--- src/rtl/mf3_pkg.sv ---
`timescale 1ns / 1ps
// ============================================================================
// mf3_pkg
// Shared constants and types of the 3x3 mode filter: pixel, column and row
// widths, register indexes and the item descriptor passed from front to back.
// ============================================================================
package mf3_pkg;

   localparam int MAX_WIDTH      = 4096;
   localparam int PIXEL_BITS     = 10;
   localparam int CFG_BITS       = 13;
   localparam int ROW_BITS       = 13;
   localparam int DIM_BITS       = CFG_BITS + 1;
   localparam int COL_BITS       = $clog2(MAX_WIDTH);
   localparam int HEIGHT_CAP     = 8190;
   localparam int WIDTH_RESET    = 3840;
   localparam int HEIGHT_RESET   = 2160;
   localparam int QUEUE_DEPTH    = 2;
   localparam int QPTR_BITS      = $clog2(QUEUE_DEPTH);
   localparam int WIN_TAPS       = 9;
   localparam int CNT_BITS       = $clog2(WIN_TAPS + 1);
   localparam int CSR_INDEX_BITS = 1;

   localparam logic [CSR_INDEX_BITS-1:0] CSR_FRAME_WIDTH  = 1'd0;
   localparam logic [CSR_INDEX_BITS-1:0] CSR_FRAME_HEIGHT = 1'd1;

   typedef logic [PIXEL_BITS-1:0] pixel_type;
   typedef logic [COL_BITS-1:0]   col_type;
   typedef logic [ROW_BITS-1:0]   row_type;
   typedef logic [CFG_BITS-1:0]   cfg_type;
   typedef logic [DIM_BITS-1:0]   dim_type;

   // one classified item on its way to the back end
   typedef struct packed {
      pixel_type pixel;
      col_type   col;
      logic      emit;
      logic      last;
      logic      top_mid;
      logic      bot_mid;
      logic      left_mid;
      logic      right_mid;
   } desc_type;

endpackage

--- src/rtl/mf3_front.sv ---
`timescale 1ns / 1ps
// ============================================================================
// mf3_front
// Front end: frame size registers, raster position counters and the
// classification of each accepted item (emit, last, edge clamping, window
// column selection) into a descriptor for the back end.
// ============================================================================
module mf3_front import mf3_pkg::*; (
   input  logic                      clock,
   input  logic                      reset,
   input  logic                      csr_wr_en,
   input  logic [CSR_INDEX_BITS-1:0] csr_index,
   input  cfg_type                   csr_wr_data,
   input  logic                      req_valid,
   output logic                      req_ready,
   input  pixel_type                 req_pixel_value,
   input  logic                      req_is_flush,
   output logic                      push_valid,
   input  logic                      push_ready,
   output desc_type                  push_desc
);

   cfg_type width_ff, height_ff;
   col_type col_ff, col_in;
   row_type row_ff, row_in;

   dim_type wc, hc, hp1, row1, row2, r, col3;
   col_type col1, col2;
   logic    wrap, restart, emit, last, accept;

   always_comb begin
      if (width_ff == '0) begin
         wc = DIM_BITS'(1);
      end else if (DIM_BITS'(width_ff) > DIM_BITS'(MAX_WIDTH)) begin
         wc = DIM_BITS'(MAX_WIDTH);
      end else begin
         wc = DIM_BITS'(width_ff);
      end
      if (height_ff == '0) begin
         hc = DIM_BITS'(1);
      end else if (DIM_BITS'(height_ff) > DIM_BITS'(HEIGHT_CAP)) begin
         hc = DIM_BITS'(HEIGHT_CAP);
      end else begin
         hc = DIM_BITS'(height_ff);
      end
      hp1 = hc + DIM_BITS'(1);

      // column beyond a narrowed width moves to the next row
      wrap = DIM_BITS'(col_ff) >= wc;
      col1 = wrap ? '0 : col_ff;
      row1 = DIM_BITS'(row_ff) + DIM_BITS'(wrap);

      // position beyond the drain of the frame restarts the frame
      restart = (row1 > hp1) || ((row1 == hp1) && (col1 != '0));
      col2    = restart ? '0 : col1;
      row2    = restart ? '0 : row1;

      emit = ((row2 >= DIM_BITS'(2)) || ((row2 == DIM_BITS'(1)) && (col2 != '0)))
          && ((row2 < hp1) || ((row2 == hp1) && (col2 == '0)));
      last = emit && (row2 == hp1) && (col2 == '0);

      if (col2 == '0) begin
         r = (row2 >= DIM_BITS'(2)) ? row2 - DIM_BITS'(2) : '0;
      end else begin
         r = (row2 == '0) ? '0 : row2 - DIM_BITS'(1);
      end

      push_desc.pixel     = req_is_flush ? '0 : req_pixel_value;
      push_desc.col       = col2;
      push_desc.emit      = emit;
      push_desc.last      = last;
      push_desc.top_mid   = (r == '0);
      push_desc.bot_mid   = (r + DIM_BITS'(1)) >= hc;
      push_desc.left_mid  = (col2 == '0) ? (wc == DIM_BITS'(1)) : (col2 == COL_BITS'(1));
      push_desc.right_mid = (col2 == '0);

      col3 = DIM_BITS'(col2) + DIM_BITS'(1);
      if (last) begin
         col_in = '0;
         row_in = '0;
      end else if (col3 >= wc) begin
         col_in = '0;
         row_in = ROW_BITS'(row2 + DIM_BITS'(1));
      end else begin
         col_in = col3[COL_BITS-1:0];
         row_in = row2[ROW_BITS-1:0];
      end
   end

   assign accept     = req_valid && push_ready;
   assign req_ready  = push_ready;
   assign push_valid = req_valid;

   always_ff @(posedge clock) begin
      if (reset) begin
         width_ff  <= CFG_BITS'(WIDTH_RESET);
         height_ff <= CFG_BITS'(HEIGHT_RESET);
         col_ff    <= '0;
         row_ff    <= '0;
      end else begin
         if (csr_wr_en) begin
            unique case (csr_index)
               CSR_FRAME_WIDTH:  width_ff  <= csr_wr_data;
               CSR_FRAME_HEIGHT: height_ff <= csr_wr_data;
            endcase
         end
         if (accept) begin
            col_ff <= col_in;
            row_ff <= row_in;
         end
      end
   end

endmodule

--- config.mk ---
export PLATFORM = sky130hd
export DESIGN_NAME = mf3_front
export DESIGN_NICKNAME = d
export VERILOG_FILES = /design/src/rtl/mf3_pkg.sv /design/src/rtl/mf3_front.sv
export SDC_FILE = /design/constraint.sdc
export NUM_CORES = 1
export LEC_CHECK = 0
export ABC_AREA = 0
export BUFFER_PORTS_ARGS = -buffer_cell sky130_fd_sc_hd__buf_2
export CAP_MARGIN = 20
export CORE_ASPECT_RATIO = 1.1
export CORE_MARGIN = 2
export CORE_UTILIZATION = 54
export DETAILED_ROUTE_END_ITERATION = 7
export PLACE_DENSITY = 0.74
export REMOVE_ABC_BUFFERS = 1
export SYNTH_ARGS = -nofsm -noshare
export SYNTH_HDL_FRONTEND = slang
export SYNTH_SLANG_ARGS = --single-unit
--- constraint.sdc ---
create_clock -name clock -period 17 [get_ports clock]
set_input_delay 1.7 -clock clock [delete_from_list [all_inputs] [get_ports clock]]
set_output_delay 1.7 -clock clock [all_outputs]
set_load 0.05 [all_outputs]
==> flow_metrics.py, run 1 <==
metrics = {
    "clocking": {
        "cts_hold_buf": 0,
        "clock_latency_ns": 0.29,
        "cts_made_buffers": 5,
        "clockBufferDepth": 2,
        "clk_pin_slew_ns": 0.06,
        "cts_root_buf": "clkbuf_16",
        "ctsResizeCount": 0,
        "cts.sinks": 51,
        "cts.htree.levels": 2,
        "tritoncts": "done",
        "cts_setup_buffers": 0,
    },
    "final_layout": {
        "n_fill_cell": 1118,
        "drive_above_1_share_pct": 12.8,
        "n_antenna_cell": 0,
        "areaGrowthSynthToFinish_pct": 7.45,
        "nets": 1002,
        "fin_util_pct": 59.8,
    },
    "synthesis": {
        "avgSynthCellArea_um2": 7.41,
        "async_flop_share_pct": 0,
        "ys_ff_latch": 51,
        "synth-edff-count": 0,
        "synth.distinct_cells": 84,
        "synth-warning-count": 0,
        "seq_area_frac_synth_pct": 15.9,
        "yosys_most_used_dff": "dfxtp_1",
        "synth_area_um2": 6430,
        "synth_cells": 867,
    },
    "grt": {
        "grt_max_degree": 52,
        "gr-total-overflow": 0,
        "grt_pass1_vias": 6126,
        "grt_pass1_wl_um": 30600,
        "grt_util_met1_pct": 38.8,
        "top_usage_layer": "met2",
        "use_met2_pct": 50.0,
        "antenna_found_initial": 0,
        "groute.usage.overall_pct": 29.7,
        "grt_util_met3_pct": 3.97,
    },
    "timing": {
        "fin_crit_sh_pct": 76.6,
        "finalHoldViolCount": 0,
        "slew_headroom_pct": 36.3,
        "final.min_clock_period_ns": 13.02,
        "fin_skew_ns": 0.00720,
        "setup_viol": 0,
        "fin_tns_setup_ns": 0,
        "worstMarginPinSlew_ns": 0.953,
        "rsz0062_at_grt": "false",
        "slew_viol_final": 0,
        "timing.fmax_ghz": 0.0768,
    },
    "run": {
        "drv_cap": 0,
    },
    "critical_path": {
        "cp.buffers_inverters": 5,
        "cp_top_family": "compound AO/OA/AOI/OAI gates",
        "cp-end-kind": "output port",
        "start_kind": "flip-flop",
        "critPathMostFrequentCell": "ha_1",
        "cp_num_cells": 43,
        "arrival_ns": 11.32,
        "critPathKind": "reg -> out",
        "cpPeakStageDelay_ns": 0.63,
        "critical_path_required_ns": 15.30,
        "r2r_cells": 40,
        "slowest_stage": "nor4_4",
        "rrSetupSlack_ns": 7.06,
        "cp_max_fo": 12,
    },
    "outcome": {
        "outcome": "completed",
    },
    "floorplan": {
        "ioPinCount": 60,
        "die_area_um2": 12800,
        "die_width_um": 108,
        "die_h_um": 118,
        "core_um2": 11500,
        "rows": 41,
        "start_util_pct": 55.7,
    },
    "detailed_routing": {
        "via_per_inst": 6.22,
        "drt_wl_total_um": 18800,
        "vias": 6490,
        "drt_first_pass_iters": 6,
        "drtAntennaViolNets": 0,
        "wire_per_inst_um": 18.0,
        "drt_iter0_markers": 565,
        "drc_errors": 0,
    },
    "worst_hold_path": {
        "min_path_type": "reg -> reg",
        "holdPathStages": 2,
    },
    "placed_design": {
        "gp_congestion": 0.998,
        "dpl.hpwl_um": 14900,
        "place.port_buffers": 59,
    },
    "power_and_ir_drop": {
        "p_leak_nw": 3.13,
        "power.density_nw_per_um2": 42.9,
        "peakVddDrop_v": 0.0000597,
    },
}
==> metal layers <==
layer | wire length (µm) | vias up
li1 | - | 3177
met1 | 7820 | 3025
met2 | 9050 | 248
met3 | 1320 | 40
met4 | 553 | 0
met5 | 0 | -
==> kinds of logic after synthesis <==
kind of cell	count (synthesis)	share of synthesized area (%)
compound gates	181	20.6
xor+xnor	62	8.56
fa+ha+maj	79	15.3
buf+inv	92	6.13
flops	51	15.9
mux	4	0.623
other cells	1	0.0583
simple gates	397	32.8
==> placed cells by master (no fill, tap or decap), drive strengths merged, types with 20 or more instances in the layout <==
| cell | instances |
|---|---|
| nand2 | 116 |
| ha | 78 |
| nor2 | 77 |
| buf | 66 |
| a21oi | 57 |
| dfxtp | 51 |
| inv | 44 |
| xnor2 | 42 |
| nand3 | 38 |
| nor3 | 30 |
| nand4 | 25 |
| a22oi | 20 |
| xor2 | 20 |
==> worst reg2reg max path, delay by kind of cell (launching register included) <==
| kind | cells | cell delay (ns) |
|---|---|---|
| and+or+nand+nor | 17 | 3.56 |
| AOI/OAI and AO/OA | 10 | 2.37 |
| adders and majority gates | 6 | 1.82 |
| xor gates and xnor gates | 3 | 0.97 |
| buffers and inverters | 3 | 0.55 |
| DFF | 1 | 0.32 |
| muxes | 1 | 0.20 |
==> where the power goes <==
group / leakage [nW] / switching [W] / internal [W]
combinational: 2.63 / 0.0000386 / 0.0000199
clock: 0.0759 / 0.0000426 / 0.0000686
sequential: 0.415 / 0.00000402 / 0.000123
total: 3.13 / 0.0000852 / 0.000211
==> synthesized netlist by cell type (10+ instances only) <==
cell | n | share of area [%]
inv_1 | 40 | 2.3
nand4_1 | 25 | 2.4
clkbuf_1 | 24 | 1.4
nand2b_1 | 10 | 0.97
nand3_1 | 34 | 2.6
buf_2 | 16 | 1.2
a21oi_1 | 56 | 4.4
dfxtp_1 | 51 | 16
o21ai_0 | 13 | 1.0
nor2b_1 | 13 | 1.3
nand3b_1 | 14 | 1.6
nor3_1 | 25 | 1.9
and3_1 | 18 | 1.8
a22oi_1 | 20 | 2.3
ha_1 | 78 | 15
nor2_1 | 77 | 4.5
nand2_1 | 115 | 6.7
xor2_1 | 19 | 2.6
nor4_1 | 13 | 1.3
xnor2_1 | 42 | 5.7
==> flip-flops by register name, indices dropped and copies added (netlist names) <==
register,flops
width_ff,13
height_ff,13
col_ff,12
row_ff,13
==> final cells by class <==
cell class,count,area [µm²],share of cell area (%)
Sequential cell,51,1020,14.8
Multi-Input combinational cell,725,5020,72.6
Clock buffer,5,125,1.81
Tap cell,150,188,2.72
Clock inverter,2,37.5,0.543
Inverter,45,171,2.48
Timing Repair Buffer,66,348,5.04
==> stage by stage <==
stage          power [W]  hold WS (ns)  std cells  cell area, µm²  setup WS, ns
2_1_floorplan   0.000168         0.430        821            6210          5.67
3_3_place_gp    0.000187         0.446       1037            6750          4.86
3_5_place_dp    0.000187         0.452       1037            6750          4.63
4_1_cts         0.000298         0.460       1044            6910          4.12
5_1_grt         0.000310         0.485       1044            6910          3.10
6_report        0.000297         0.460       1044            6910          3.98
==> final timing paths <==
check / startpoint / end
worst min-delay path: width_ff[0] / width_ff[0]
worst max register to register: width_ff[1] / row_ff[3]
worst min register to register: width_ff[0] / width_ff[0]
worst max-delay path: width_ff[1] / push_desc[2]
Note: power is estimated with default switching activity, not from simulation.
==> inputs of run 2 (changes only) <==
- PLACE_DENSITY: 0.74 -> 0.76
- clock period: 17 -> 10.79 ns (I/O delays scaled with it)
==> flow_metrics.py, run 2 (synthesis results as in run 1) <==
metrics = {
    "power_and_ir_drop": {
        "peakVddDrop_v": 0.000143,
        "p_seq_share_pct": 43.6,
        "power_frac_comb_pct": 20.8,
        "power.density_nw_per_um2": 63.7,
        "internal-power_w": 0.000319,
        "p_leak_nw": 3.24,
        "switching_share_pct": 30.5,
        "p_clk_share_pct": 35.6,
        "power_switching_w": 0.000140,
        "finalPower_w": 0.000459,
    },
    "grt": {
        "grt_max_degree": 52,
        "grt_pass1_vias": 6174,
        "antenna_found_initial": 0,
        "gr-total-overflow": 0,
        "grt_pass1_wl_um": 31200,
        "groute.usage.overall_pct": 30.3,
    },
    "critical_path": {
        "critical_path_required_ns": 9.71,
        "cp_max_fo": 9,
        "slowest_stage": "or3_4",
        "critPathKind": "reg -> out",
        "arrival_ns": 9.38,
        "critPathMostFrequentCell": "ha_1",
        "cpPeakStageDelay_ns": 0.43,
        "cp-end-kind": "output port",
        "start_kind": "flip-flop",
    },
    "timing": {
        "slew_headroom_pct": 40.3,
        "worstMarginPinSlew_ns": 0.896,
        "finalHoldViolCount": 0,
        "final.min_clock_period_ns": 10.45,
        "fin_tns_setup_ns": 0,
        "slew_viol_final": 0,
        "timing.fmax_ghz": 0.0957,
        "fin_skew_ns": 0.00752,
        "fin_crit_sh_pct": 96.9,
        "setup_viol": 0,
    },
    "clocking": {
        "clock_latency_ns": 0.30,
        "tritoncts": "done",
        "cts.htree.levels": 2,
        "cts_hold_buf": 0,
        "cts.sinks": 51,
        "clockBufferDepth": 2,
        "cts_root_buf": "clkbuf_16",
        "clk_pin_slew_ns": 0.06,
        "cts_made_buffers": 5,
    },
    "worst_hold_path": {
        "min_path_type": "reg -> reg",
    },
    "detailed_routing": {
        "drc_errors": 1,
        "vias": 6732,
        "drtAntennaViolNets": 0,
        "drt_wl_total_um": 19600,
        "via_per_inst": 6.29,
        "drt_first_pass_iters": 7,
        "drt_iter0_markers": 472,
        "wire_per_inst_um": 18.4,
    },
    "floorplan": {
        "ioPinCount": 60,
        "die_h_um": 118,
        "rows": 41,
        "die_width_um": 108,
        "core_um2": 11500,
        "start_util_pct": 55.7,
        "die_area_um2": 12800,
    },
    "placed_design": {
        "dpl.hpwl_um": 15100,
        "gp_congestion": 1.03,
        "place_inst": 1058,
        "place.port_buffers": 59,
    },
    "final_layout": {
        "finalNonFillerCells": 1070,
        "drive_above_1_share_pct": 17.6,
        "most-common-layout-cells": "115 x nand2_1, 75 x nor2_1, 75 x ha_1",
        "nets": 1027,
        "layout.cells.most_common": "nand2_1",
        "areaGrowthSynthToFinish_pct": 12.1,
        "reg_top3": "height_ff (13), row_ff (13), width_ff (13)",
        "n_antenna_cell": 0,
        "n_fill_cell": 1081,
    },
    "outcome": {
        "violations": "DRC",
        "outcome": "complete, but fails checks",
    },
    "run": {
        "drv_cap": 0,
    },
}
==> run 2: power groups by stage <==
stage	combinational [W]	clock (W)	sequential, W
6_report	0.0000953	0.000164	0.000200
5_1_grt	0.000104	0.000175	0.000201
4_1_cts	0.0000928	0.000168	0.000200
3_5_place_dp	0.0000919	0	0.000204
3_3_place_gp	0.0000913	0	0.000204
2_1_floorplan	0.0000626	0	0.000202
==> run 2: routing by layer <==
layer	up-vias	global-route usage [%]	wire length, µm
li1	3236	-	-
met1	3100	38.6	7870
met2	329	50.2	9350
met3	67	4.58	1620
met4	0	12.9	804
met5	-	0	0
==> run 2: what timing repair did <==
item,4_1_cts,5_1_grt
resized for setup,4,27
pin swaps,0,5
setup endpoints to repair,1,1
setup buffers,0,4
==> run 2: cell type report <==
class,instances,area [µm²],area share [%]
inverters,45,175,2.43
clock buffers,7,143,1.98
flip-flops and latches,51,1020,14.2
repair buffers,91,538,7.46
well taps,150,188,2.60
multi-input cells,725,5140,71.2
clock inverters,1,8.76,0.121
==> run 2: through the flow <==
| step | hold slack, ns | cell area [µm²] | utilization (%) | worst slack [ns] |
|---|---|---|---|---|
| 2_1_floorplan | 0.430 | 6210 | - | 0.0856 |
| 3_3_place_gp | 0.448 | 6900 | 59.8 | 0.272 |
| 3_5_place_dp | 0.453 | 6900 | 59.8 | -0.0112 |
| 4_1_cts | 0.462 | 7080 | 61.3 | 0.0223 |
| 5_1_grt | 0.496 | 7210 | 62.5 | -0.106 |
| 6_report | 0.463 | 7210 | 62.5 | 0.336 |
==> run 2: path summary, 6_finish.rpt <==
check              startpoint      endpoint  slack [ns]  cells after the start
setup / recovery  width_ff[1]  push_desc[2]        0.34                     41
setup reg to reg  width_ff[1]     row_ff[3]        2.33                     41
hold / removal    width_ff[0]   width_ff[0]        0.46                      2
hold reg to reg   width_ff[0]   width_ff[0]        0.46                      2
==> run 2: worst max-delay path: cells and delay by family, from the launching register on <==
family          cells  cell delay [ns]
simple gates       11             2.55
fa+ha+maj           6             1.58
compound gates     15             3.09
mux                 1             0.12
xor+xnor            1             0.25
flops               1             0.33
buf+inv             7             1.11
==> inputs of run 3 (changes only) <==
- RECOVER_POWER: default -> 100
==> flow_metrics.py, run 3 (synthesis results as in run 1) <==
metrics = {
    "clocking": {
        "clockBufferDepth": 2,
        "clock_latency_ns": 0.30,
        "cts.sinks": 51,
        "cts_made_buffers": 5,
        "cts_hold_buf": 0,
        "cts_root_buf": "clkbuf_16",
        "tritoncts": "done",
        "clk_pin_slew_ns": 0.06,
        "cts.htree.levels": 2,
    },
    "final_layout": {
        "seq_area_um2": 1020,
        "most-common-layout-cells": "115 x nand2_1, 75 x nor2_1, 75 x ha_1",
        "reg_top3": "height_ff (13), row_ff (13), width_ff (13)",
        "layout.cells.most_common": "nand2_1",
        "multi_input_area_um2": 5120,
        "n_fill_cell": 1091,
        "nets": 1027,
        "areaGrowthSynthToFinish_pct": 11.3,
        "n_antenna_cell": 0,
        "drive_above_1_share_pct": 14.5,
    },
    "critical_path": {
        "critPathKind": "reg -> out",
        "cpPeakStageDelay_ns": 0.43,
        "slowest_stage": "or3_4",
        "critPathMostFrequentCell": "ha_1",
        "cp-end-kind": "output port",
        "cp_max_fo": 9,
        "critical_path_required_ns": 9.71,
        "arrival_ns": 9.38,
        "start_kind": "flip-flop",
    },
    "power_and_ir_drop": {
        "p_leak_nw": 3.14,
        "power.density_nw_per_um2": 64.1,
        "peakVddDrop_v": 0.000144,
    },
    "timing": {
        "slew_viol_final": 61,
        "fin_skew_ns": 0.00764,
        "setup_slack_ns": 0.330,
        "fin_crit_sh_pct": 96.9,
        "worstMarginPinSlew_ns": 2.14,
        "holdWs_ns": 0.466,
        "setup_viol": 0,
        "finalHoldViolCount": 0,
        "timing.fmax_ghz": 0.0956,
        "final.min_clock_period_ns": 10.46,
        "fin_tns_setup_ns": 0,
        "slew_headroom_pct": -42.6,
    },
    "detailed_routing": {
        "via_per_inst": 6.26,
        "drt_first_pass_iters": 5,
        "drtAntennaViolNets": 0,
        "drt_wl_total_um": 19700,
        "drc_errors": 0,
        "wire_per_inst_um": 18.4,
        "drt_iter0_markers": 573,
        "vias": 6697,
    },
    "grt": {
        "grt_max_degree": 52,
        "grt_pass1_wl_um": 31200,
        "grt_pass1_vias": 6174,
        "groute.usage.overall_pct": 30.3,
        "gr-total-overflow": 0,
        "antenna_found_initial": 0,
    },
    "floorplan": {
        "die_width_um": 108,
        "start_util_pct": 55.7,
        "rows": 41,
        "die_h_um": 118,
        "core_um2": 11500,
        "die_area_um2": 12800,
        "ioPinCount": 60,
    },
    "placed_design": {
        "place.port_buffers": 59,
        "pre_cts_ws_ns": -0.0112,
        "gp_congestion": 1.03,
        "dpl.hpwl_um": 15100,
    },
    "run": {
        "drv_cap": 2,
    },
    "outcome": {
        "outcome": "complete, but fails checks",
        "violations": "capacitance limit, slew limit",
    },
    "worst_hold_path": {
        "min_path_type": "reg -> reg",
    },
}
[run 3: changes by cell type in the layout (fill, tap and decap cells not counted), sizes merged]
cell	before	now
buf	91	64
clkbuf	7	34
[run 3: what timing repair did]
action	in CTS	in global routing
resized for setup	4	27
setup buffers	0	4
pin swaps	0	5
setup endpoints to repair	1	1
[run 3: routing by layer]
| metal | up-vias | track usage (%) | wire length [µm] |
|---|---|---|---|
| li1 | 3230 | - | - |
| met1 | 3095 | 38.6 | 8140 |
| met2 | 304 | 50.2 | 9350 |
| met3 | 68 | 4.58 | 1380 |
| met4 | 0 | 12.9 | 805 |
| met5 | - | 0 | 0 |
[run 3: cell type report]
class | instances | area share, %
multi-input cells | 725 | 71.5
repair buffers | 91 | 7.01
inverters | 45 | 2.45
well taps | 150 | 2.62
clock inverters | 1 | 0.122
clock buffers | 7 | 1.99
flip-flops and latches | 51 | 14.3
[run 3: power breakdown]
group | internal [W] | leakage (nW) | switching, W
Sequential | 0.000194 | 0.415 | 0.00000643
Clock | 0.0000929 | 0.0741 | 0.0000712
Combinational | 0.0000317 | 2.65 | 0.0000627
[run 3: final timing paths]
kind | start | to | slack (ns) | cells after the start
worst max-delay path | width_ff[1] | push_desc[2] | 0.33 | 41
worst min-delay path | width_ff[0] | width_ff[0] | 0.47 | 2
worst max register to register | width_ff[1] | row_ff[4] | 1.27 | 32
worst min register to register | width_ff[0] | width_ff[0] | 0.47 | 2
[run 3: critical path, delay by kind of cell (launching register included)]
| kind | cells | cell delay [ns] |
|---|---|---|
| compound gates | 15 | 3.11 |
| simple gates | 11 | 2.55 |
| fa+ha+maj | 6 | 1.59 |
| buf+inv | 7 | 1.11 |
| flops | 1 | 0.33 |
| xor+xnor | 1 | 0.25 |
| mux | 1 | 0.12 |
[run 3: through the flow]
stage | power (W) | area (µm²) | utilization, % | std cells
floorplan | 0.000265 | 6210 | - | 821
global placement | 0.000295 | 6900 | 59.8 | 1058
detailed placement | 0.000296 | 6900 | 59.8 | 1058
CTS | 0.000460 | 7080 | 61.3 | 1066
global route | 0.000479 | 7150 | 62.0 | 1070
finish | 0.000459 | 7150 | 62.0 | 1070
