## src/rtl/mf3_pkg.sv

```systemverilog
`timescale 1ns / 1ps
// ============================================================================
// mf3_pkg
// Shared constants and types of the 3x3 mode filter: pixel, column and row
// widths, register indexes and the item descriptor passed from front to back.
// ============================================================================
package mf3_pkg;

   localparam int MAX_WIDTH      = 4096;
   localparam int PIXEL_BITS     = 10;
   localparam int CFG_BITS       = 13;
   localparam int ROW_BITS       = 13;
   localparam int DIM_BITS       = CFG_BITS + 1;
   localparam int COL_BITS       = $clog2(MAX_WIDTH);
   localparam int HEIGHT_CAP     = 8190;
   localparam int WIDTH_RESET    = 3840;
   localparam int HEIGHT_RESET   = 2160;
   localparam int QUEUE_DEPTH    = 2;
   localparam int QPTR_BITS      = $clog2(QUEUE_DEPTH);
   localparam int WIN_TAPS       = 9;
   localparam int CNT_BITS       = $clog2(WIN_TAPS + 1);
   localparam int CSR_INDEX_BITS = 1;

   localparam logic [CSR_INDEX_BITS-1:0] CSR_FRAME_WIDTH  = 1'd0;
   localparam logic [CSR_INDEX_BITS-1:0] CSR_FRAME_HEIGHT = 1'd1;

   typedef logic [PIXEL_BITS-1:0] pixel_type;
   typedef logic [COL_BITS-1:0]   col_type;
   typedef logic [ROW_BITS-1:0]   row_type;
   typedef logic [CFG_BITS-1:0]   cfg_type;
   typedef logic [DIM_BITS-1:0]   dim_type;

   // one classified item on its way to the back end
   typedef struct packed {
      pixel_type pixel;
      col_type   col;
      logic      emit;
      logic      last;
      logic      top_mid;
      logic      bot_mid;
      logic      left_mid;
      logic      right_mid;
   } desc_type;

endpackage

```

## src/rtl/mf3_queue.sv

```systemverilog
`timescale 1ns / 1ps
// ============================================================================
// mf3_queue
// Short descriptor queue between front and back, so that either side can
// stall without stopping the other at once.
// ============================================================================
module mf3_queue import mf3_pkg::*; (
   input  logic     clock,
   input  logic     reset,
   input  logic     push_valid,
   output logic     push_ready,
   input  desc_type push_desc,
   output logic     pop_valid,
   input  logic     pop_ready,
   output desc_type pop_desc
);

   desc_type              entries_ff [QUEUE_DEPTH];
   logic [QPTR_BITS-1:0]  wr_ptr_ff, rd_ptr_ff;
   logic [QPTR_BITS:0]    count_ff;
   logic                  push_fire, pop_fire;

   assign push_ready = count_ff != (QPTR_BITS + 1)'(QUEUE_DEPTH);
   assign pop_valid  = count_ff != '0;
   assign pop_desc   = entries_ff[rd_ptr_ff];
   assign push_fire  = push_valid && push_ready;
   assign pop_fire   = pop_valid && pop_ready;

   always_ff @(posedge clock) begin
      if (push_fire) begin
         entries_ff[wr_ptr_ff] <= push_desc;
      end
   end

   always_ff @(posedge clock) begin
      if (reset) begin
         wr_ptr_ff <= '0;
         rd_ptr_ff <= '0;
         count_ff  <= '0;
      end else begin
         if (push_fire) begin
            wr_ptr_ff <= (wr_ptr_ff == QPTR_BITS'(QUEUE_DEPTH - 1)) ? '0
                       : wr_ptr_ff + QPTR_BITS'(1);
         end
         if (pop_fire) begin
            rd_ptr_ff <= (rd_ptr_ff == QPTR_BITS'(QUEUE_DEPTH - 1)) ? '0
                       : rd_ptr_ff + QPTR_BITS'(1);
         end
         count_ff <= count_ff + (QPTR_BITS + 1)'(push_fire) - (QPTR_BITS + 1)'(pop_fire);
      end
   end

endmodule

```

## config.mk

```make
export PLATFORM = sky130hd
export DESIGN_NAME = mf3_queue
export DESIGN_NICKNAME = d
export VERILOG_FILES = /design/src/rtl/mf3_pkg.sv /design/src/rtl/mf3_queue.sv
export SDC_FILE = /design/constraint.sdc
export NUM_CORES = 1
export LEC_CHECK = 0
export BUFFER_PORTS_ARGS = -buffer_cell sky130_fd_sc_hd__buf_2
export CAP_MARGIN = 10
export CORE_MARGIN = 3
export CORE_UTILIZATION = 46
export CTS_BUF_LIST = sky130_fd_sc_hd__clkbuf_8
export DETAILED_ROUTE_END_ITERATION = 7
export PLACE_DENSITY_LB_ADDON = 0.3
export SKIP_LAST_GASP = 1
export SLEW_MARGIN = 20
export SYNTH_ARGS = -nofsm -noshare
export SYNTH_HDL_FRONTEND = slang
export SYNTH_SLANG_ARGS = --single-unit
```

## constraint.sdc

```tcl
create_clock -name clock -period 2.73 [get_ports clock]
set_input_delay 0.273 -clock clock [delete_from_list [all_inputs] [get_ports clock]]
set_output_delay 0.273 -clock clock [all_outputs]
set_load 0.02 [all_outputs]
```

==> reports/results.ini, run 1 <==
[sta]
rsz0062_at_grt=no
relSlewSlack=0.725
period_needed_ns=2.06
finalSetupViolCount=0
tightest_slew_ns=0.411
fin_crit_sh=0.755
timing.fmax_ghz=0.485
finClkSkew_ns=0.00735
tns_ns=0
slew_violations=0
hold_violations=0

[pwr]
report.power.total_uw=2590
power.leakage_uw=0.00111
max-vdd-ir-drop_mv=0.507
power_density_nw_per_um2=900

[run]
max_cap_viol_count=0

[critical_path]
path_max_fanout=19
required_ns=2.46
rr_endpoint=count_ff[1]
critical_path_arrival_ns=1.79
rrSetupSlack_ns=1.18
cp-start-kind=flop
ff2ff_path_depth=6
timing.rr.start=count_ff[1]
path_class=flop to primary output
end_kind=primary output

[finish]
fin_nets=222
fill_cells=362
register_area_sq_um=1780
antennaDiodeCount=0
drive_gt1_frac=0.552
multi_input_comb_area_sq_um=469
areaGrowthSynthToFinish_pct=26.4

[global_routing]
grt_use_total=0.142
antenna_found_initial=0
grt_overflow=0
grt_pass1_vias=1269
grt_pass1_wl_um=6270
grt_max_degree=29

[drt]
firstDrtPassIters=4
wl_met1_um=1560
drt_iter0_markers=103
num_vias=1243
vias_per_cell=4.80
drcViolationCount=0
dr_wl_met2_um=2140
drtAntennaViolNets=0
met3_length_um=176
routedWlPerCell_um=15.1
wirelength_um=3920
top_layer=met4

[clocking]
cts_setup_buffers=0
cts_resized=0
cts_tree=yes
cts_max_path_buffers=2
hold_buffers=0
path_clk_slew_ns=0.07
cts_buffers=9
worstSkewPairLatency_ns=0.32
clock-sinks=61
htree_levels=3
cts-root-buf=clkbuf_8

[placed_design]
port_buffers=61
hpwlAfterDp_um=2720
routabilityCongestion=0.685

[worst_hold_path]
hp-class=input pin to flop
hp-start=push_desc[11]
holdPathEnd=entries_ff[0][11]
hold_depth=1

[die]
die_h_um=76.3
ios=62
num_rows=24
die_w_um=76.3
core_area_sq_um=4560
start_util=0.498
dieArea_sq_um=5820

[logic_synthesis]
ys_types=23
yosysWarnings=0
synth.net_count=149
yosysSeqAreaShare=0.783
synth_cells=116
yosys_register_bits=61
syn_area_per_cell_sq_um=19.6
syn_area_sq_um=2270

[outcome]
outcome=completed

==> cell families (layout without fill, tap and decap cells) <==
group,count (synthesis),count (layout),synth area share
flip-flops,61,61,0.783
AND/OR/NAND/NOR,13,13,0.0308
adder cells (fa/ha/maj),1,1,0.00550
buffers and inverters,4,82,0.0104
AO/OA/AOI/OAI,7,7,0.0226
multiplexers,29,29,0.144
XOR/XNOR,1,1,0.00385
==> where the power goes <==
part / switching [uW] / internal [uW]
registers: 51.3 / 1140
logic: 333 / 250
clock network: 314 / 500
total: 698 / 1890
==> synthesized netlist by cell type <==
library cell  count  area share
and2b_1           1      0.0033
mux2_1            1      0.0050
and3_1            1      0.0028
mux2_2           28        0.14
nor2b_1           2      0.0055
nor2_1            5      0.0083
a21bo_2           1      0.0044
edfxtp_1         56        0.74
xor2_1            1      0.0039
a21bo_1           1      0.0044
nand3_1           1      0.0022
a32oi_1           1      0.0039
buf_2             1      0.0022
nand2b_1          1      0.0028
buf_4             2      0.0066
o21ai_0           2      0.0044
a21oi_1           1      0.0022
or2_2             1      0.0028
inv_1             1      0.0016
nand3b_1          1      0.0033
a211oi_1          1      0.0033
dfxtp_1           5       0.044
ha_1              1      0.0055
==> metrics by stage <==
| stage | hold slack (ns) | setup WS [ns] | util | std cells | instance area [sq um] |
|---|---|---|---|---|---|
| 5_1_grt | 0.119 | 0.535 | 0.630 | 259 | 2880 |
| 2_1_floorplan | 0.342 | 0.853 | - | 116 | 2270 |
| 3_3_place_gp | 0.462 | 1.04 | 0.585 | 243 | 2670 |
| 6_report | 0.140 | 0.670 | 0.630 | 259 | 2880 |
| 3_5_place_dp | 0.464 | 0.992 | 0.585 | 243 | 2670 |
| 4_1_cts | 0.122 | 0.636 | 0.630 | 259 | 2880 |
==> worst max-delay path, cell delays in order, from the launching register on <==
cell	delay, ns
dfxtp_1	0.57
buf_4	0.35
mux2_2	0.38
buf_2	0.16
==> sequential cells by signal, indices dropped and copies added (netlist names), named ones only <==
register and flops:
count_ff 2, entries_ff 56, rd_ptr_ff 1, wr_ptr_ff 1
==> worst max-delay path by stage <==
| stage | from | endpoint | slack [ns] |
|---|---|---|---|
| finish | flop | pop_desc[25] | 0.67 |
| floorplan | count_ff[0] | entries_ff[1][0] | 0.85 |
| CTS | flop | pop_desc[8] | 0.64 |
| detailed placement | flop | pop_desc[8] | 0.99 |
| global placement | flop | pop_desc[8] | 1.04 |
| global route | flop | pop_desc[8] | 0.54 |
==> layout by cell type (no fill, tap or decap), types with 2 or more instances in the layout <==
master and instances:
bufinv_16 2, buf_2 61, nor2_1 5, buf_4 4, dfxtp_1 5, edfxtp_1 56
clkbuf_8 9, o21ai_0 2, nor2b_1 2, mux2_2 28, clkinv_1 4
==> routing by layer <==
layer | vias up | global-route usage
li1 | 602 | -
met1 | 603 | 0.160
met2 | 34 | 0.246
met3 | 4 | 0.0461
met4 | 0 | 0.0652
met5 | - | 0
==> cell type report <==
type / count / share of cell area
flip-flops and latches: 61 / 0.620
multi-input cells: 51 / 0.163
repair buffers: 65 / 0.117
clock buffers: 9 / 0.0431
well taps: 65 / 0.0283
clock inverters: 7 / 0.0279
inverters: 1 / 0.00131
No activity file was read; power rests on OpenSTA's default activity.
==> run 2, diff against run 1 <==
==> constraint.sdc (replaced) <==
create_clock -name clock -period 2.09 [get_ports clock]
set_input_delay 0.209 -clock clock [delete_from_list [all_inputs] [get_ports clock]]
set_output_delay 0.209 -clock clock [all_outputs]
set_load 0.02 [all_outputs]
==> run 2 against run 1 <==
First-iteration DRC count fell by 24%. Total power rose by 27%. Clock-buffer cell count rose by 4. Sequential power rose by 29%. Flip-flop and latch count did not move. Final cell count did not move. Core utilization fell by 0.27 points. Critical endpoint is now pop_desc[18].
==> reports/results.ini, run 2 (same netlist as run 1, synthesis figures left out) <==
[pwr]
pwr-share-clk=0.289  ; was 0.314
comb_power_share=0.243  ; was 0.226
report.power.total_uw=3280  ; was 2590 uW
max-vdd-ir-drop_mv=0.679  ; was 0.507 mV
power_density_nw_per_um2=1150  ; was 900 nW/um^2
switching_power_uw=913  ; was 698 uW
power.leakage_uw=0.00111  ; about the same
pwr-share-seq=0.469  ; was 0.460
p_int_uw=2370  ; was 1890 uW
p_sw_frac=0.278  ; was 0.270

[clocking]
path_clk_slew_ns=0.06  ; was 0.07 ns
cts_buffers=9  ; unchanged
hold_buffers=0  ; unchanged
cts_max_path_buffers=2  ; unchanged
cts_resized=0  ; unchanged
cts_tree=yes  ; unchanged
htree_levels=3  ; unchanged
worstSkewPairLatency_ns=0.31  ; was 0.32 ns
cts_setup_buffers=0  ; unchanged
clock-sinks=61  ; unchanged
cts-root-buf=clkbuf_8  ; unchanged

[outcome]
outcome=completed  ; unchanged

[sta]
timing.fmax_ghz=0.593
rsz0062_at_grt=no  ; unchanged
fin_crit_sh=0.807
setup_ws_ns=0.404  ; was 0.670 ns
hold_violations=0  ; unchanged
finClkSkew_ns=0.00487  ; was 0.00735 ns
slew_violations=0  ; unchanged
period_needed_ns=1.69
tightest_slew_ns=0.374  ; was 0.411 ns
tns_ns=0  ; unchanged
finalSetupViolCount=0  ; unchanged
relSlewSlack=0.750  ; was 0.725

[critical_path]
cp-start-kind=flop  ; unchanged
required_ns=1.88  ; was 2.46 ns
critPathMaxStageDelay_ns=0.38  ; was 0.57 ns
critical_path_arrival_ns=1.48  ; was 1.79 ns
timing.rr.start=count_ff[1]  ; unchanged
end_kind=primary output  ; unchanged
path_max_fanout=19  ; unchanged
crit_path_cell_trace=buf_4 -> mux2_2 -> buf_2  ; unchanged
path_class=flop to primary output  ; unchanged
cp_slowest_cell=mux2_2  ; was dfxtp_1

[die]
die_w_um=76.3  ; unchanged
num_rows=24  ; unchanged
die_h_um=76.3  ; unchanged
dieArea_sq_um=5820  ; unchanged
core_area_sq_um=4560  ; unchanged
ios=62  ; unchanged
start_util=0.498  ; unchanged

[placed_design]
routabilityCongestion=0.670  ; was 0.685
port_buffers=61  ; unchanged
dp.cells=243  ; unchanged
post-place-ws_ns=0.496  ; was 0.992 ns
hpwlAfterDp_um=2840  ; was 2720 um

[finish]
top_register=entries_ff  ; unchanged
drive_gt1_frac=0.562  ; was 0.552
stdcell_count=259  ; unchanged
final_cell_mix=buf_2 (61), edfxtp_1 (56), mux2_2 (28), clkbuf_8 (13)  ; was buf_2 (61), edfxtp_1 (56), mux2_2 (28), clkbuf_8 (9)
antennaDiodeCount=0  ; unchanged
fin_nets=222  ; unchanged
largest_reg_flops=56  ; unchanged
reg_top3=entries_ff (56), count_ff (2)  ; unchanged
areaGrowthSynthToFinish_pct=25.9  ; was 26.4%
register_area_sq_um=1780  ; unchanged
multi_input_comb_area_sq_um=469  ; unchanged
layout_commonest_cell=buf_2  ; unchanged
fill_cells=356  ; was 362

[drt]
routedWlPerCell_um=15.7  ; was 15.1 um
vias_per_cell=4.79  ; was 4.80
drtAntennaViolNets=0  ; unchanged
drcViolationCount=0  ; unchanged
num_vias=1240  ; was 1243
wirelength_um=4080  ; was 3920 um
drt_iter0_markers=78  ; was 103
firstDrtPassIters=4  ; unchanged

[global_routing]
grt_overflow=0  ; unchanged
grt_use_total=0.150  ; was 0.142
grt_max_degree=29  ; unchanged
antenna_found_initial=0  ; unchanged
grt_pass1_vias=1455  ; was 1269
grt_pass1_wl_um=6690  ; was 6270 um

[worst_hold_path]
hp-class=input pin to flop  ; unchanged
hp-start=push_desc[1]  ; was push_desc[11]

[run]
max_cap_viol_count=0  ; unchanged

==> run 2: cell types whose count changed in the layout (fill, tap and decap cells not counted) <==
cell,change
bufinv_16,-2
clkbuf_8,+4
clkinv_1,-4
inv_1,+2
==> run 2: layer usage <==
layer	wire [um]	GRT usage	part of all wire	vias up
li1	-	-	-	595
met1	1550	0.154	0.38	608
met2	2320	0.280	0.57	30
met3	166	0.0473	0.041	7
met4	40	0.0598	0.0098	0
met5	0	0	0	-
==> run 2: layout make-up <==
type                       count  area share
tap                           65      0.0284
timing repair buffer          65       0.117
clock buffer                  13      0.0625
inverter                       1     0.00131
clock inverter                 3     0.00437
multi-input combinational     51       0.164
sequential                    61       0.622
==> run 2: final timing paths <==
| check | to | slack, ns | cells past startpoint |
|---|---|---|---|
| setup reg to reg | count_ff[1] | 0.48 | 6 |
| hold / removal | entries_ff[0][1] | 0.08 | 1 |
| setup / recovery | pop_desc[18] | 0.40 | 3 |
| hold reg to reg | rd_ptr_ff | 0.52 | 2 |
==> run 2: power by group through the flow <==
stage | registers [uW] | clock network [uW] | logic [uW]
floorplan | 1550 | 0 | 558
global placement | 1550 | 0 | 776
detailed placement | 1570 | 0 | 804
CTS | 1540 | 977 | 808
global route | 1550 | 1020 | 863
finish | 1540 | 948 | 796
==> run 2: critical path, delay by kind of cell, from the launching register on <==
kind	cells	cell delay [ns]
buf+inv	2	0.44
flops	1	0.34
mux	1	0.38
==> run 2: through the flow <==
step | hold slack, ns | area (sq um) | util
3_3_place_gp | 0.396 | 2670 | 0.585
3_5_place_dp | 0.403 | 2670 | 0.585
4_1_cts | 0.0648 | 2860 | 0.627
2_1_floorplan | 0.278 | 2270 | -
6_report | 0.0816 | 2860 | 0.627
5_1_grt | 0.0656 | 2860 | 0.627
==> run 3, diff against run 2 <==
--- a/config.mk
+++ b/config.mk
@@ -5,6 +5,7 @@
 export SDC_FILE = /design/constraint.sdc
 export NUM_CORES = 1
 export LEC_CHECK = 0
+export ABC_AREA = 1
 export BUFFER_PORTS_ARGS = -buffer_cell sky130_fd_sc_hd__buf_2
 export CAP_MARGIN = 10
 export CORE_MARGIN = 3
==> constraint.sdc (replaced) <==
create_clock -name clock -period 1.5 [get_ports clock]
set_input_delay 0.15 -clock clock [delete_from_list [all_inputs] [get_ports clock]]
set_output_delay 0.15 -clock clock [all_outputs]
set_load 0.02 [all_outputs]
==> run 3 against run 2 <==
Area after synthesis rose by 4.0%. Worst setup slack got worse by 0.40 ns. Global-route usage rose by 0.50 points. Die area rose by 3.7%. Hold slack got worse by 0.064 ns. Largest power group unchanged. Flip-flop and latch count did not move. Register-to-register slack got worse by 0.40 ns. Critical endpoint is now pop_desc[19]. Final cell count rose by 10%. Design area rose by 11%. Largest cell class unchanged. Core utilization rose by 2.7 points.
==> reports/results.ini, run 3 <==
[global_routing]
grt_max_degree=17  ; was 29
grt_pass1_vias=1436  ; was 1455
grt_use_total=0.155  ; was 0.150
grt_overflow=0  ; unchanged
grt_pass1_wl_um=6870  ; was 6690 um
antenna_found_initial=0  ; unchanged

[die]
num_rows=25  ; was 24
dieArea_sq_um=6040  ; was 5820 sq um
ios=62  ; unchanged
core_area_sq_um=4850  ; was 4560 sq um
start_util=0.488  ; was 0.498
die_w_um=77.7  ; was 76.3 um
die_h_um=77.7  ; was 76.3 um

[sta]
slew_violations=0  ; unchanged
finalSetupViolCount=0  ; unchanged
finClkSkew_ns=0.00476  ; was 0.00487 ns
fin_crit_sh=0.998
timing.fmax_ghz=0.668
period_needed_ns=1.50
finalHoldWorstSlack_ns=0.0178  ; was 0.0816 ns
hold_violations=0  ; unchanged
rsz0062_at_grt=yes  ; was no
tightest_slew_ns=0.196  ; was 0.374 ns
relSlewSlack=0.869  ; was 0.750

[clocking]
htree_levels=3  ; unchanged
path_clk_slew_ns=0.06  ; about the same
cts_max_path_buffers=2  ; unchanged
cts_buffers=9  ; unchanged
worstSkewPairLatency_ns=0.32  ; was 0.31 ns
cts-root-buf=clkbuf_8  ; unchanged
cts_tree=yes  ; unchanged
clock-sinks=61  ; unchanged

[worst_hold_path]
hp-start=push_desc[13]  ; was push_desc[1]
hp-class=input pin to flop  ; unchanged
holdPathEnd=entries_ff[1][13]  ; was entries_ff[0][1]
hold_depth=1  ; unchanged

[placed_design]
port_buffers=61  ; unchanged
routabilityCongestion=0.707  ; was 0.670
hpwlAfterDp_um=2940  ; was 2840 um
dp.cells=254  ; was 243

[drt]
firstDrtPassIters=4  ; unchanged
wirelength_um=4260  ; was 4080 um
routedWlPerCell_um=14.9  ; was 15.7 um
drcViolationCount=0  ; unchanged
num_vias=1348  ; was 1240
vias_per_cell=4.71  ; was 4.79
drt_iter0_markers=51  ; was 78
drtAntennaViolNets=0  ; unchanged

[critical_path]
cp-start-kind=flop  ; unchanged
crit_path_cell_trace=buf_12 -> mux2_2 -> buf_2  ; was buf_4 -> mux2_2 -> buf_2
end_kind=primary output  ; unchanged
rr_endpoint=count_ff[1]  ; unchanged
rrSetupSlack_ns=0.08  ; was 0.48 ns
critical_path_arrival_ns=1.35  ; was 1.48 ns
cp_slowest_cell=dfxtp_4  ; was mux2_2
timing.rr.start=count_ff[1]  ; unchanged
path_class=flop to primary output  ; unchanged
ff2ff_path_depth=10  ; was 6
critPathMaxStageDelay_ns=0.37  ; was 0.38 ns
required_ns=1.35  ; was 1.88 ns
path_max_fanout=13  ; was 19

[logic_synthesis]
ys_async_sr_fraction=0  ; unchanged
synth_top_area_frac=0.711  ; was 0.739
synth_most_common_cell=edfxtp_1  ; unchanged
synth_area_leaders=edfxtp_1 (71%), mux2_4 (13%), dfxtp_1 (4.2%)  ; was edfxtp_1 (74%), mux2_2 (14%), dfxtp_1 (4.4%)
ys_top_cells_by_count=edfxtp_1 (56), mux2_4 (20), inv_1 (8), mux2_2 (8), nor2_1 (8)  ; was edfxtp_1 (56), mux2_2 (28), dfxtp_1 (5), nor2_1 (5)
yosys_register_bits=61  ; unchanged
synth.net_count=156  ; was 149
ys.flop_type=edfxtp_1  ; unchanged
syn_area_per_cell_sq_um=19.2  ; was 19.6 sq um
ys_types=16  ; was 23
synth_edf_count=56  ; unchanged
yosysWarnings=0  ; unchanged
synth_cells=123  ; was 116
yosysSeqAreaShare=0.753  ; was 0.783
syn_area_sq_um=2370  ; was 2270 sq um
yosysTopAreaCell=edfxtp_1  ; unchanged

[finish]
largest_reg_flops=56  ; unchanged
final_cell_mix=buf_2 (61), edfxtp_1 (56), mux2_4 (20), dlygate4sd3_1 (14), inv_1 (12)  ; was buf_2 (61), edfxtp_1 (56), mux2_2 (28), clkbuf_8 (13)
stdcell_count=286  ; was 259
areaGrowthSynthToFinish_pct=34.1  ; was 25.9%
drive_gt1_frac=0.539  ; was 0.562
antennaDiodeCount=0  ; unchanged
reg_top3=entries_ff (56), count_ff (2)  ; unchanged
fin_nets=247  ; was 222
layout_commonest_cell=buf_2  ; unchanged
fill_cells=349  ; was 356
top_register=entries_ff  ; unchanged

[outcome]
outcome=completed  ; unchanged

[run]
max_cap_viol_count=0  ; unchanged

[pwr]
power.leakage_uw=0.00128  ; was 0.00111 uW
power_density_nw_per_um2=1640  ; was 1150 nW/um^2
max-vdd-ir-drop_mv=0.954  ; was 0.679 mV

[run 3: changes by cell type in the layout (fill, tap and decap cells not counted), moves of 3 or more]
cell,previous run,this run
buf_12,0,5
mux2_2,28,8
clkbuf_8,13,9
inv_1,3,12
nor2_4,0,3
dlygate4sd3_1,0,14
dfxtp_1,5,2
mux2_4,0,20
nand2_1,0,6
[run 3: area by class of cell]
type	count	area [sq um]	share of cell area
flip-flops and latches	61	1790	0.563
repair buffers	83	568	0.179
multi-input cells	51	552	0.174
clock buffers	9	124	0.0390
well taps	67	83.8	0.0264
inverters	8	30.0	0.00946
clock inverters	7	27.5	0.00868
[run 3: report_power, final]
group | switching, uW | internal (uW)
clock network | 557 | 560
registers | 105 | 2170
logic | 964 | 840
total | 1630 | 3570
[run 3: repair_timing]
| item | CTS | global route |
|---|---|---|
| cloned | 0 | 0 |
| pin swaps | 1 | 4 |
| setup buffers | 1 | 1 |
| gates resized for setup | 3 | 6 |
| hold endpoints to repair | 24 | 1 |
| hold buffers | 13 | 1 |
| endpoints found under the setup margin | 25 | 26 |
[run 3: worst max-delay path by stage]
stage | startpoint | endpoint | slack, ns
floorplan | count_ff[0] | entries_ff[1][0] | -0.0003
global placement | count_ff[0] | count_ff[1] | 0.17
detailed placement | count_ff[1] | count_ff[1] | -0.002
CTS | flop | pop_desc[19] | -0.02
global route | flop | pop_desc[23] | -0.05
finish | flop | pop_desc[19] | 0.002
[run 3: worst max-delay path, delay by kind of cell (launching register included)]
kind / cells / cell delay [ns]
buf+inv: 2 / 0.31
flops: 1 / 0.37
mux: 1 / 0.34
[run 3: kinds of logic after synthesis]
kind of cell / count (synthesis) / share of synthesized area
buffers and inverters: 11 / 0.0344
AND/OR/NAND/NOR: 19 / 0.0344
AO/OA/AOI/OAI: 2 / 0.00423
adder cells (fa/ha/maj): 1 / 0.00529
XOR/XNOR: 1 / 0.00370
flip-flops: 61 / 0.753
multiplexers: 28 / 0.165
[run 3: metrics by stage]
step                      utilization  power (uW)  TNS [ns]  setup slack, ns  cell area, sq um
after floorplan                     -        3470  -0.00923        -0.000330              2380
after global placement          0.583        3900         0            0.174              2830
after detailed placement        0.583        4000  -0.00182         -0.00182              2830
after CTS                       0.646        5190    -0.196          -0.0226              3130
after global routing            0.654        5460    -0.770          -0.0452              3170
final                           0.654        5200         0          0.00237              3170
[run 3: routing by layer]
| metal | GRT usage | part of all wire | vias up | wire [um] |
|---|---|---|---|---|
| met5 | 0 | 0 | - | 0 |
| met1 | 0.157 | 0.37 | 651 | 1570 |
| li1 | - | - | 642 | - |
| met2 | 0.276 | 0.56 | 45 | 2380 |
| met3 | 0.0429 | 0.049 | 10 | 210 |
| met4 | 0.101 | 0.022 | 0 | 93 |
